**config.mk**
```make
export PLATFORM = sky130hd
export DESIGN_NAME = subtitle_entry_table_parser
export DESIGN_NICKNAME = d
export VERILOG_FILES = /design/src/design/setp_pkg.sv /design/src/design/setp_core.sv /design/src/design/subtitle_entry_table_parser.sv
export SDC_FILE = /design/constraint.sdc
export NUM_CORES = 2
export LEC_CHECK = 0
export BUFFER_PORTS_ARGS = -buffer_cell sky130_fd_sc_hd__buf_2
export CELL_PAD_IN_SITES_DETAIL_PLACEMENT = 1
export CELL_PAD_IN_SITES_GLOBAL_PLACEMENT = 2
export CORE_MARGIN = 2
export CORE_UTILIZATION = 28
export CTS_CLUSTER_DIAMETER = 150
export DETAILED_ROUTE_END_ITERATION = 6
export GPL_TIMING_DRIVEN = 1
export PLACE_DENSITY = 0.63
export SYNTH_ARGS = -nofsm -noshare
export SYNTH_HDL_FRONTEND = slang
export SYNTH_SLANG_ARGS = --single-unit
```
**constraint.sdc**
```tcl
create_clock -name clk -period 11.9 [get_ports clk]
set_clock_uncertainty 0.05 [all_clocks]
set_input_delay 1.19 -clock clk [delete_from_list [all_inputs] [get_ports clk]]
set_output_delay 1.19 -clock clk [all_outputs]
set_load 0.02 [all_outputs]
```
**src/design/setp_pkg.sv**
```systemverilog
// Package: shared types and constants of the subtitle entry table parser.
package setp_pkg;

  typedef enum logic [1:0] {
    PH_HEADER,
    PH_SKIP,
    PH_RECORD,
    PH_DONE
  } phase_t;

  typedef enum logic [2:0] {
    ST_OK          = 3'd0,
    ST_VERSION     = 3'd1,
    ST_COUNT       = 3'd2,
    ST_REC_SIZE    = 3'd3,
    ST_BELOW_TABLE = 3'd4,
    ST_OVERLAP     = 3'd5,
    ST_TRUNCATED   = 3'd6,
    ST_BACKWARD    = 3'd7
  } status_t;

  localparam int CFG_IDX_W = 2;
  localparam logic [CFG_IDX_W-1:0] CFG_VERSION     = 2'd0;
  localparam logic [CFG_IDX_W-1:0] CFG_MAX_ENTRIES = 2'd1;
  localparam logic [CFG_IDX_W-1:0] CFG_MIN_REC     = 2'd2;

  localparam logic [7:0]  RST_VERSION     = 8'd1;
  localparam logic [7:0]  RST_MAX_ENTRIES = 8'd16;
  localparam logic [15:0] RST_MIN_REC     = 16'd26;

  // header byte positions
  localparam logic [31:0] POS_VERSION = 32'd0;
  localparam logic [31:0] POS_COUNT   = 32'd1;
  localparam logic [31:0] POS_TBL_LO  = 32'd4;
  localparam logic [31:0] POS_TBL_HI  = 32'd5;
  localparam logic [15:0] HEADER_LEN  = 16'd6;

  // record field byte boundaries
  localparam logic [4:0] FB_SIZE_END = 5'd1;
  localparam logic [4:0] FB_OFF_BASE = 5'd2;
  localparam logic [4:0] FB_OFF_END  = 5'd5;
  localparam logic [4:0] FB_LEN_BASE = 5'd6;
  localparam logic [4:0] FB_KND_BASE = 5'd10;
  localparam logic [4:0] FB_TIM_BASE = 5'd14;
  localparam logic [4:0] FB_DUR_BASE = 5'd22;
  localparam logic [4:0] FB_LAST     = 5'd25;
  localparam logic [31:0] TIME_FIELD_BACK = 32'd11;

  typedef struct packed {
    logic [7:0] in_byte;
    logic       last_byte;
  } in_beat_t;

  typedef struct packed {
    logic        entry_valid;
    logic [7:0]  entry_index;
    logic [31:0] entry_kind;
    logic [63:0] entry_time;
    logic [31:0] entry_duration;
    logic [31:0] payload_offset;
    logic [31:0] payload_length;
    logic [31:0] time_field_pos;
    logic        parse_done;
    status_t     status;
    logic [7:0]  entry_total;
  } out_beat_t;

  typedef struct packed {
    logic [7:0]  expected_version;
    logic [7:0]  max_entries;
    logic [15:0] min_record_size;
  } cfg_regs_t;

endpackage

```
**src/design/setp_core.sv**
```systemverilog
// Parser state and per-byte step logic of the subtitle entry table parser.
module setp_core
  import setp_pkg::*;
(
  input  logic      clk,
  input  logic      rst,
  input  logic      step,
  input  in_beat_t  beat,
  input  cfg_regs_t cfg,
  output out_beat_t res,
  output logic      res_valid
);

  phase_t      phase, phase_next;
  logic [31:0] byte_pos, byte_pos_next;
  logic [4:0]  field_byte, field_byte_next;
  logic [7:0]  count_reg, count_reg_next;
  logic [15:0] table_offset, table_offset_next;
  logic [31:0] table_end, table_end_next;
  logic [31:0] prev_end, prev_end_next;
  logic [7:0]  index_reg, index_reg_next;
  logic [15:0] record_size_acc, record_size_acc_next;
  logic [31:0] offset_acc, offset_acc_next;
  logic [31:0] length_acc, length_acc_next;
  logic [31:0] kind_acc, kind_acc_next;
  logic [63:0] time_acc, time_acc_next;
  logic [31:0] duration_acc, duration_acc_next;
  logic        finished, finished_next;

  logic [7:0]  b;
  logic [4:0]  fb;
  logic        have_entry;
  logic        done_int;
  logic        done_now;
  status_t     status_int;
  logic [4:0]  off_lane, len_lane, knd_lane, tim_lane, dur_lane;
  logic [15:0] tbl_off_full;
  logic [23:0] tbl_span;

  assign b  = beat.in_byte;
  assign fb = field_byte;
  assign off_lane = fb - FB_OFF_BASE;
  assign len_lane = fb - FB_LEN_BASE;
  assign knd_lane = fb - FB_KND_BASE;
  assign tim_lane = fb - FB_TIM_BASE;
  assign dur_lane = fb - FB_DUR_BASE;
  assign tbl_off_full = {b, table_offset[7:0]};
  assign tbl_span = {16'd0, count_reg} * {8'd0, cfg.min_record_size};

  always_comb begin
    phase_next           = phase;
    byte_pos_next        = byte_pos + 32'd1;
    field_byte_next      = field_byte;
    count_reg_next       = count_reg;
    table_offset_next    = table_offset;
    table_end_next       = table_end;
    prev_end_next        = prev_end;
    index_reg_next       = index_reg;
    record_size_acc_next = record_size_acc;
    offset_acc_next      = offset_acc;
    length_acc_next      = length_acc;
    kind_acc_next        = kind_acc;
    time_acc_next        = time_acc;
    duration_acc_next    = duration_acc;
    finished_next        = finished;
    have_entry           = 1'b0;
    done_int             = 1'b0;
    status_int           = ST_OK;

    if (!finished) begin
      unique case (phase)
        PH_HEADER: begin
          if (byte_pos == POS_VERSION) begin
            if (b != cfg.expected_version) begin
              done_int   = 1'b1;
              status_int = ST_VERSION;
            end
          end else if (byte_pos == POS_COUNT) begin
            count_reg_next = b;
          end else if (byte_pos == POS_TBL_LO) begin
            table_offset_next = {8'd0, b};
          end else if (byte_pos == POS_TBL_HI) begin
            table_offset_next = tbl_off_full;
            if (count_reg > cfg.max_entries) begin
              done_int   = 1'b1;
              status_int = ST_COUNT;
            end else begin
              table_end_next = {16'd0, tbl_off_full} + {8'd0, tbl_span};
              priority if (count_reg == 8'd0) begin
                done_int = 1'b1;
              end else if (tbl_off_full < HEADER_LEN) begin
                done_int   = 1'b1;
                status_int = ST_BACKWARD;
              end else if (tbl_off_full == HEADER_LEN) begin
                phase_next      = PH_RECORD;
                field_byte_next = 5'd0;
              end else begin
                phase_next = PH_SKIP;
              end
            end
          end
        end
        PH_SKIP: begin
          if (byte_pos + 32'd1 == {16'd0, table_offset}) begin
            phase_next      = PH_RECORD;
            field_byte_next = 5'd0;
          end
        end
        PH_RECORD: begin
          if (fb == 5'd0) begin
            record_size_acc_next = '0;
            offset_acc_next      = '0;
            length_acc_next      = '0;
            kind_acc_next        = '0;
            time_acc_next        = '0;
            duration_acc_next    = '0;
          end
          priority if (fb < FB_OFF_BASE) begin
            record_size_acc_next[{fb[0], 3'b000} +: 8] = b;
          end else if (fb < FB_LEN_BASE) begin
            offset_acc_next[{off_lane[1:0], 3'b000} +: 8] = b;
          end else if (fb < FB_KND_BASE) begin
            length_acc_next[{len_lane[1:0], 3'b000} +: 8] = b;
          end else if (fb < FB_TIM_BASE) begin
            kind_acc_next[{knd_lane[1:0], 3'b000} +: 8] = b;
          end else if (fb < FB_DUR_BASE) begin
            time_acc_next[{tim_lane[2:0], 3'b000} +: 8] = b;
          end else begin
            duration_acc_next[{dur_lane[1:0], 3'b000} +: 8] = b;
          end

          priority if (fb == FB_SIZE_END && record_size_acc_next < cfg.min_record_size) begin
            done_int   = 1'b1;
            status_int = ST_REC_SIZE;
          end else if (fb == FB_OFF_END && offset_acc_next < table_end) begin
            done_int   = 1'b1;
            status_int = ST_BELOW_TABLE;
          end else if (fb == FB_OFF_END && offset_acc_next < prev_end) begin
            done_int   = 1'b1;
            status_int = ST_OVERLAP;
          end else if (fb == FB_LAST) begin
            have_entry      = 1'b1;
            prev_end_next   = offset_acc + length_acc;
            index_reg_next  = index_reg + 8'd1;
            field_byte_next = 5'd0;
            if (index_reg_next == count_reg) begin
              done_int = 1'b1;
            end
          end else begin
            field_byte_next = fb + 5'd1;
          end
        end
        PH_DONE: begin
        end
        default: begin
        end
      endcase
    end

    if (done_int) begin
      finished_next = 1'b1;
      phase_next    = PH_DONE;
    end
    done_now = done_int || (beat.last_byte && !finished);

    res = '0;
    if (have_entry) begin
      res.entry_valid    = 1'b1;
      res.entry_index    = index_reg;
      res.entry_kind     = kind_acc;
      res.entry_time     = time_acc;
      res.entry_duration = duration_acc_next;
      res.payload_offset = offset_acc;
      res.payload_length = length_acc;
      res.time_field_pos = byte_pos - TIME_FIELD_BACK;
    end
    if (done_now) begin
      if (!have_entry) begin
        res.entry_index = index_reg_next;
      end
      res.parse_done  = 1'b1;
      res.status      = done_int ? status_int : ST_TRUNCATED;
      res.entry_total = count_reg_next;
    end
    res_valid = have_entry || done_now;

    if (beat.last_byte) begin
      phase_next           = PH_HEADER;
      byte_pos_next        = '0;
      field_byte_next      = '0;
      count_reg_next       = '0;
      table_offset_next    = '0;
      table_end_next       = '0;
      prev_end_next        = '0;
      index_reg_next       = '0;
      record_size_acc_next = '0;
      offset_acc_next      = '0;
      length_acc_next      = '0;
      kind_acc_next        = '0;
      time_acc_next        = '0;
      duration_acc_next    = '0;
      finished_next        = 1'b0;
    end
  end

  always_ff @(posedge clk) begin
    if (rst) begin
      phase           <= PH_HEADER;
      byte_pos        <= '0;
      field_byte      <= '0;
      count_reg       <= '0;
      table_offset    <= '0;
      table_end       <= '0;
      prev_end        <= '0;
      index_reg       <= '0;
      record_size_acc <= '0;
      offset_acc      <= '0;
      length_acc      <= '0;
      kind_acc        <= '0;
      time_acc        <= '0;
      duration_acc    <= '0;
      finished        <= 1'b0;
    end else if (step) begin
      phase           <= phase_next;
      byte_pos        <= byte_pos_next;
      field_byte      <= field_byte_next;
      count_reg       <= count_reg_next;
      table_offset    <= table_offset_next;
      table_end       <= table_end_next;
      prev_end        <= prev_end_next;
      index_reg       <= index_reg_next;
      record_size_acc <= record_size_acc_next;
      offset_acc      <= offset_acc_next;
      length_acc      <= length_acc_next;
      kind_acc        <= kind_acc_next;
      time_acc        <= time_acc_next;
      duration_acc    <= duration_acc_next;
      finished        <= finished_next;
    end
  end

endmodule

```
**src/design/subtitle_entry_table_parser.sv**
```systemverilog
// Top level of the subtitle entry table parser: ports, config registers, beat registers.
//
// Usage:
//   in channel  : one buffer byte per beat (in_valid / in_stall, in_data), last_byte
//                 set on the final byte of a buffer.
//   out channel : at most one result beat per input byte (out_valid / out_stall,
//                 out_data): an entry descriptor, an end-of-parse status, or both.
//   cfg channel : cfg_valid / cfg_ready, always ready; write only while idle.
// Path: an accepted byte waits in the input register; when it advances, the parse
//   logic steps and its result is captured in the out_data register.
// Throughput: one byte per cycle while out_stall is low, limited by the single input
//   register feeding the parse logic and the single result register.
// Stall: while out_stall holds a pending result, the input register fills and
//   in_stall rises in the same cycle; no beat is lost or repeated.
// Reset: rst clears both beat registers, the parser state and restores the
//   config registers (version 1, max entries 16, min record size 26).
// After a byte with last_byte set the parser is back at the header of a new
//   buffer.
module subtitle_entry_table_parser
  import setp_pkg::*;
(
  input  logic                 clk,
  input  logic                 rst,
  input  logic                 in_valid,
  output logic                 in_stall,
  input  in_beat_t             in_data,
  output logic                 out_valid,
  input  logic                 out_stall,
  output out_beat_t            out_data,
  input  logic                 cfg_valid,
  output logic                 cfg_ready,
  input  logic [CFG_IDX_W-1:0] cfg_index,
  input  logic [15:0]          cfg_data
);

  cfg_regs_t cfg;
  in_beat_t  in_q;
  logic      in_q_valid;
  logic      advance;
  logic      in_take;
  out_beat_t core_res;
  logic      core_res_valid;

  assign cfg_ready = 1'b1;
  assign advance   = in_q_valid && (!out_valid || !out_stall);
  assign in_stall  = in_q_valid && !advance;
  assign in_take   = in_valid && !in_stall;

  always_ff @(posedge clk) begin
    if (rst) begin
      cfg.expected_version <= RST_VERSION;
      cfg.max_entries      <= RST_MAX_ENTRIES;
      cfg.min_record_size  <= RST_MIN_REC;
    end else if (cfg_valid && cfg_ready) begin
      unique case (cfg_index)
        CFG_VERSION:     cfg.expected_version <= cfg_data[7:0];
        CFG_MAX_ENTRIES: cfg.max_entries      <= cfg_data[7:0];
        CFG_MIN_REC:     cfg.min_record_size  <= cfg_data;
        default: begin
        end
      endcase
    end
  end

  always_ff @(posedge clk) begin
    if (rst) begin
      in_q_valid <= 1'b0;
    end else if (in_take) begin
      in_q_valid <= 1'b1;
    end else if (advance) begin
      in_q_valid <= 1'b0;
    end
  end

  always_ff @(posedge clk) begin
    if (in_take) begin
      in_q <= in_data;
    end
  end

  setp_core u_core (
    .clk       (clk),
    .rst       (rst),
    .step      (advance),
    .beat      (in_q),
    .cfg       (cfg),
    .res       (core_res),
    .res_valid (core_res_valid)
  );

  always_ff @(posedge clk) begin
    if (rst) begin
      out_valid <= 1'b0;
    end else if (advance) begin
      out_valid <= core_res_valid;
    end else if (!out_stall) begin
      out_valid <= 1'b0;
    end
  end

  always_ff @(posedge clk) begin
    if (advance) begin
      out_data <= core_res;
    end
  end

  // a result with no descriptor must be an end-of-parse beat
  a_result_has_content: assert property (@(posedge clk) disable iff (rst)
    (out_valid && !out_data.entry_valid) |-> out_data.parse_done)
    else $error("result beat carries neither entry nor done");

  // status codes only appear on the closing beat
  a_status_on_done: assert property (@(posedge clk) disable iff (rst)
    (out_valid && !out_data.parse_done) |-> (out_data.status == ST_OK))
    else $error("nonzero status without parse_done");

  // input is held off only when a byte is already waiting
  a_stall_needs_byte: assert property (@(posedge clk) disable iff (rst)
    in_stall |-> (in_q_valid && out_valid && out_stall))
    else $error("in_stall without a pending byte and stalled result");

  // reset empties both beat registers
  a_reset_empty: assert property (@(posedge clk)
    rst |=> (!out_valid && !in_q_valid))
    else $error("beat registers not empty after reset");

endmodule
```
# Word-level counts from Yosys, hierarchy flattened
# Index checks and enable logic that the tools add are counted.
[classes]
bitwise_logic = 2
addsub = 17
eq_ne = 44
n_reduce_logical = 42
order_cmp = 10
muxes = 175
mul = 1
n_shift = 12
[ops]
columns = ["op", "count"]
rows = [
  ["32-bit two-way mux", 56],
  ["64-bit two-way mux", 11],
  ["16-bit two-way mux", 16],
  ["233-bit two-way mux", 1],
  ["32-bit bitwise mux", 4],
  ["8-bit by 7-bit variable shift with 32-bit output (first input constant)", 4],
  ["8-bit by 7-bit variable part select with 32-bit output", 4],
  ["8-bit two-way mux", 14],
  ["5-bit two-way mux", 15],
  ["64-bit bitwise mux", 1],
  ["32-bit by 3-bit equality test with 1-bit output (second input constant)", 2],
  ["32-bit less-than comparator", 2],
  ["8-bit by 8-bit variable shift with 64-bit output (first input constant)", 1],
  ["8-bit by 8-bit variable part select with 64-bit output", 1],
  ["3-bit two-way mux", 12],
  ["32-bit by 1-bit adder with 32-bit output (second input constant)", 1],
  ["32-bit adder", 1],
  ["32-bit by 1-bit equality test with 1-bit output (second input constant)", 1],
  ["32-bit by 16-bit equality test with 1-bit output", 1],
  ["32-bit zero test", 1],
  ["32-bit by 4-bit subtractor with 32-bit output (second input constant)", 1],
  ["3-bit inequality test (second input constant)", 10],
  ["5-bit negation with 7-bit output", 4],
  ["1-bit two-way mux", 27],
  ["55 further kinds", 112],
]
[word_totals]
inputBits = 32
register_bits = 632
elab_cells = 338
output_inout_bits = 248

# Longest topological paths before layout
[depth]
ltp_word = 19
mapped_depth = 21

# Cells and area by module
# From an unflattened synthesis, not the netlist that was laid out.
[unflattened]
cells_unflattened = 3694
hier_area_um2 = 34672.0
[modules_own_cells]
columns = ["module", "instances", "area_per_inst_um2", "cells_each"]
rows = [
  ["setp_core", 1, 25580.8, 3298],
  ["subtitle_entry_table_parser", 1, 9091.2, 396],
]

# Worst setup path after synthesis
# OpenSTA, ideal clock, no wires.
[synth_timing]
path_type = "input -> register"
start = "input port out_stall"
end = "register u_core.byte_pos[11]"
cell_stages = 7
setup_slack_ns = 2.426
t_arrival_ns = 9.292
t_required_ns = 11.718
setup_ns = 0.132
path_buffers = 1
path_cell_list = "nand2_1 nand2_1 clkinv_1 clkbuf_1 o21ai_0 nand2_1 a21oi_1"
[synth_via]
elab_chain_len = 3
[synth_rtl]
columns = ["item", "line_no", "rtl"]
rows = [
  ["start, declared", "subtitle_entry_table_parser.sv:28", "input logic out_stall,"],
  ["1-bit zero test", "-", ""],
  ["1-bit logical OR", "subtitle_entry_table_parser.sv:45", "assign advance = in_q_valid && (!out_valid || !out_stall);"],
  ["1-bit logical AND", "subtitle_entry_table_parser.sv:45", ""],
  ["via advance", "subtitle_entry_table_parser.sv:39", "logic advance;"],
  ["end signal, assigned", "setp_core.sv:225", "byte_pos <= byte_pos_next;"],
  ["end, declared", "setp_core.sv:15", "logic [31:0] byte_pos, byte_pos_next;"],
]
# The timed path passes the listed nets, and every way through them passes these cells.
# A chain may end at the register's enable or synchronous reset.

==> results_dict.tcl <==
set metrics [dict create \
    post-synth-top-area-fraction_pct 22.25 \
    globalRouteMet3Util_pct 2.325 \
    synthFlopType "sky130_fd_sc_hd__dfxtp_1" \
    grt_antenna_before_repair 0 \
    postSynthAreaPerCell_um2 9.253 \
    cts.root.buffer_cell "sky130_fd_sc_hd__clkbuf_16" \
    grt_first_pass_wirelength_um 193700 \
    avgViaCountPerCell 5.073 \
    insertion_delay_ps 680 \
    h_tree_levels 3 \
    drt_pre_antenna_iters 7 \
    yosysWarnings 0 \
    post_synthesis_cells 3705 \
    buffer_ports.inserted 278 \
    timing.final.crit_share_pct 56.05 \
    synth-async-reset-ratio_pct 0 \
    powerDensity_nw_per_um2 127.7 \
    met1_track_utilization_from_global_routing_pct 27.42 \
    timing.critical_path.from_type "register" \
    grt_overflow_total 0 \
    post-cts-setup-buffer-count 0 \
    final-hold-violation-count 0 \
    worst-setup-path-type "register to register" \
    most_common_cell_in_the_synthesized_netlist "sky130_fd_sc_hd__nor2_1" \
    leakage_nw 15.49 \
    highest_utilization_routing_layer_at_the_global_route_stage "met2" \
    die-area_um2 125300 \
    synth.top_cells.by_area "sky130_fd_sc_hd__edfxtp_1 22%, sky130_fd_sc_hd__dfxtp_1 22%, sky130_fd_sc_hd__ha_1 6.4%, sky130_fd_sc_hd__fa_1 5.9%, sky130_fd_sc_hd__nor2_1 5.6%" \
    postRouteWirelength_um 129600 \
    biggestRegsByFlops "out_data (245), u_core.time_acc (64)" \
    starting_density_of_the_core_pct 28.17 \
    dpl.hpwl_um 90770 \
    clock_tree_from_tritoncts "built" \
    grt.met2_usage_pct 35.10 \
    cts_buffer_depth 3 \
    holdBufCountCts 0 \
    avgRoutedWirePerCell_um 23.32 \
    fmax_ghz 0.1499 \
    first_global_vias 28705 \
    critical_path.cell_chain "inv_1 -> ha_1 -> and3b_1 -> buf_4 -> nand2_1 -> o21ai_0 -> ha_1 -> a21o_1 -> a221oi_1 -> nand2_1 -> o2111a_1 -> nor4_1 -> a2111oi_0 -> buf_4 -> o22ai_2 -> o21bai_1 -> buf_4 -> and2_1 -> nor2b_1" \
    global_route.usage.total_pct 20.43 \
    grt_start_max_net_pins 165 \
    cp.required_ps 12370 \
    drc 0 \
    yosys.cell_types.count 90 \
    slew-limit-headroom_pct 9.216 \
    clkTransAtPathRegs_ps 60 \
    ir_drop_mv 0.09017 \
    detailroute.via_count 28193 \
    die_height_um 353.9 \
    area_growth_pct 16.22 \
    cell_type_contributing_the_most_total_cell_area_after_synthesis "sky130_fd_sc_hd__edfxtp_1" \
    critical_path_sink_type "register" \
    placedCellCount 5417 \
    unrepaired_setup_endpoints_after_global_routing "no" \
    setup_violations 0 \
    cell_area_after_synthesis_um2 34280 \
    final-max-slew-violation-count 0 \
    ys_ff_latch 625 \
    max_cap_viol_count 0 \
    worst_pin_slew_ps 1357 \
    first_iter_violations 1596 \
    synth_sequential_area_ratio_pct 43.91 \
    numClockSinks 625 \
    cts_repair_resize_count 0 \
    drive_gt1_share_pct 12.77 \
    gp_congestion 0.8381 \
    synth-edff-count 254 \
    critPathSlowestCell "sky130_fd_sc_hd__dfxtp_1" \
    synth_fp_nets 4013 \
    cp_max_fo 23 \
    worst_hold_path_type "register to register" \
    detail-route-antenna-nets 0 \
    num_rows 128 \
    num_io_pins 280 \
    count_of_placed_standard_cells_in_the_final_layout_fillers_left_out 5557 \
    nNetsFinal 4178 \
    largest-register "out_data" \
    diodes 0 \
    worst_path_most_repeated_cell "sky130_fd_sc_hd__buf_4" \
    largest_register_ffs 245 \
    die_width_um 353.9 \
    tritoncts.num_buffers 76 \
    setup_total_negative_slack_ps 0 \
    min_period_ps 6670 \
    synthTopCellsByCount "513 x sky130_fd_sc_hd__nor2_1, 371 x sky130_fd_sc_hd__dfxtp_1, 316 x sky130_fd_sc_hd__nand2_1, 254 x sky130_fd_sc_hd__edfxtp_1, 221 x sky130_fd_sc_hd__and2_1" \
    worst_path_largest_cell_delay_ps 860 \
    timing.critical_path.arrival_ps 7140 \
    outcome "completed" \
    core_area_um2 121700 \
]
[critical path: cells and delay by family, from the launching register on]
| kind | cells | cell delay (ps) |
|---|---|---|
| compound gates | 7 | 1850 |
| simple gates | 6 | 1630 |
| buf+inv | 4 | 1220 |
| fa+ha+maj | 2 | 880 |
| flops | 1 | 860 |
[logic make-up (layout without fill, tap and decap cells)]
family                     after synthesis  after routing  share of synthesized area, %
AOI/OAI and AO/OA                      763            763                         14.60
xor gates and xnor gates               111            111                         2.836
adders and majority gates              276            276                         12.28
buffers and inverters                  470            697                         5.277
DFF                                    625            625                         43.91
muxes                                   29             29                        0.8467
other                                    1              1                       0.01094
and+or+nand+nor                       1430           1430                         20.24
[cell usage in the layout, fill, tap and decap left out, types with 18 or more instances in the layout]
cell type                   instances
sky130_fd_sc_hd__a32oi_1           82
sky130_fd_sc_hd__a21oi_1          199
sky130_fd_sc_hd__a31oi_1           41
sky130_fd_sc_hd__clkbuf_16         77
sky130_fd_sc_hd__mux2i_1           29
sky130_fd_sc_hd__nand3_1           91
sky130_fd_sc_hd__a22oi_1          144
sky130_fd_sc_hd__nor3b_1           18
sky130_fd_sc_hd__a21o_1            40
sky130_fd_sc_hd__nand4_1           33
sky130_fd_sc_hd__clkbuf_1          25
sky130_fd_sc_hd__o21ai_0          132
sky130_fd_sc_hd__ha_1             175
sky130_fd_sc_hd__nor2_1           512
sky130_fd_sc_hd__and2_1           221
sky130_fd_sc_hd__inv_1            212
sky130_fd_sc_hd__xnor2_1           73
sky130_fd_sc_hd__buf_4             63
sky130_fd_sc_hd__edfxtp_1         254
sky130_fd_sc_hd__and3_1            35
sky130_fd_sc_hd__fa_1             101
sky130_fd_sc_hd__dfxtp_1          371
sky130_fd_sc_hd__nor2b_1           30
sky130_fd_sc_hd__xor2_1            38
sky130_fd_sc_hd__nor4_1            26
sky130_fd_sc_hd__nor3_1            44
sky130_fd_sc_hd__buf_2            277
sky130_fd_sc_hd__nand2_1          315
sky130_fd_sc_hd__nand2b_1          19
[final cells by class]
class | instances | area (µm²)
fillers | 13990 | 81870
multi-input cells | 2610 | 17490
flip-flops and latches | 625 | 15050
clock buffers | 109 | 2117
well taps | 1625 | 2033
repair buffers | 343 | 1914
inverters | 214 | 813.3
clock inverters | 31 | 425.4
[layer usage]
layer	vias up	wire length, µm
li1	13231	-
met1	14284	59940
met2	542	62900
met3	136	4396
met4	0	2371
met5	-	0
[path summary, 6_finish.rpt]
path,slack [ps],end,cells past startpoint,from
setup / recovery,5230,out_data[236]$_DFFE_PP_,19,u_core.fb[0]$_SDFFE_PP0P_
setup reg to reg,5230,out_data[236]$_DFFE_PP_,19,u_core.fb[0]$_SDFFE_PP0P_
hold reg to reg,400,u_core.prev_end[1]$_SDFFE_PP0P_,2,u_core.prev_end[1]$_SDFFE_PP0P_
hold / removal,400,u_core.prev_end[1]$_SDFFE_PP0P_,2,u_core.prev_end[1]$_SDFFE_PP0P_
[report_power, final]
part	total, W	leakage (nW)	switching (W)	internal (W)
Sequential	0.00231	5.23	0.0000315	0.00228
Clock	0.00239	1.24	0.00101	0.00139
Combinational	0.000382	9.03	0.000289	0.0000927
[per-stage QoR]
stage / hold slack [ps] / util [%] / power [W] / setup WS [ps] / area, µm²
floorplan: 375.0 / - / 0.002575 / 2426 / 34280
global placement: 390.5 / 30.65 / 0.002743 / 5625 / 37300
detailed placement: 396.6 / 30.65 / 0.002743 / 5421 / 37300
CTS: 404.0 / 32.74 / 0.005163 / 5386 / 39840
global route: 415.8 / 32.74 / 0.005273 / 4812 / 39840
finish: 402.5 / 32.74 / 0.005087 / 5230 / 39840
(Power assumes the default switching activity.)
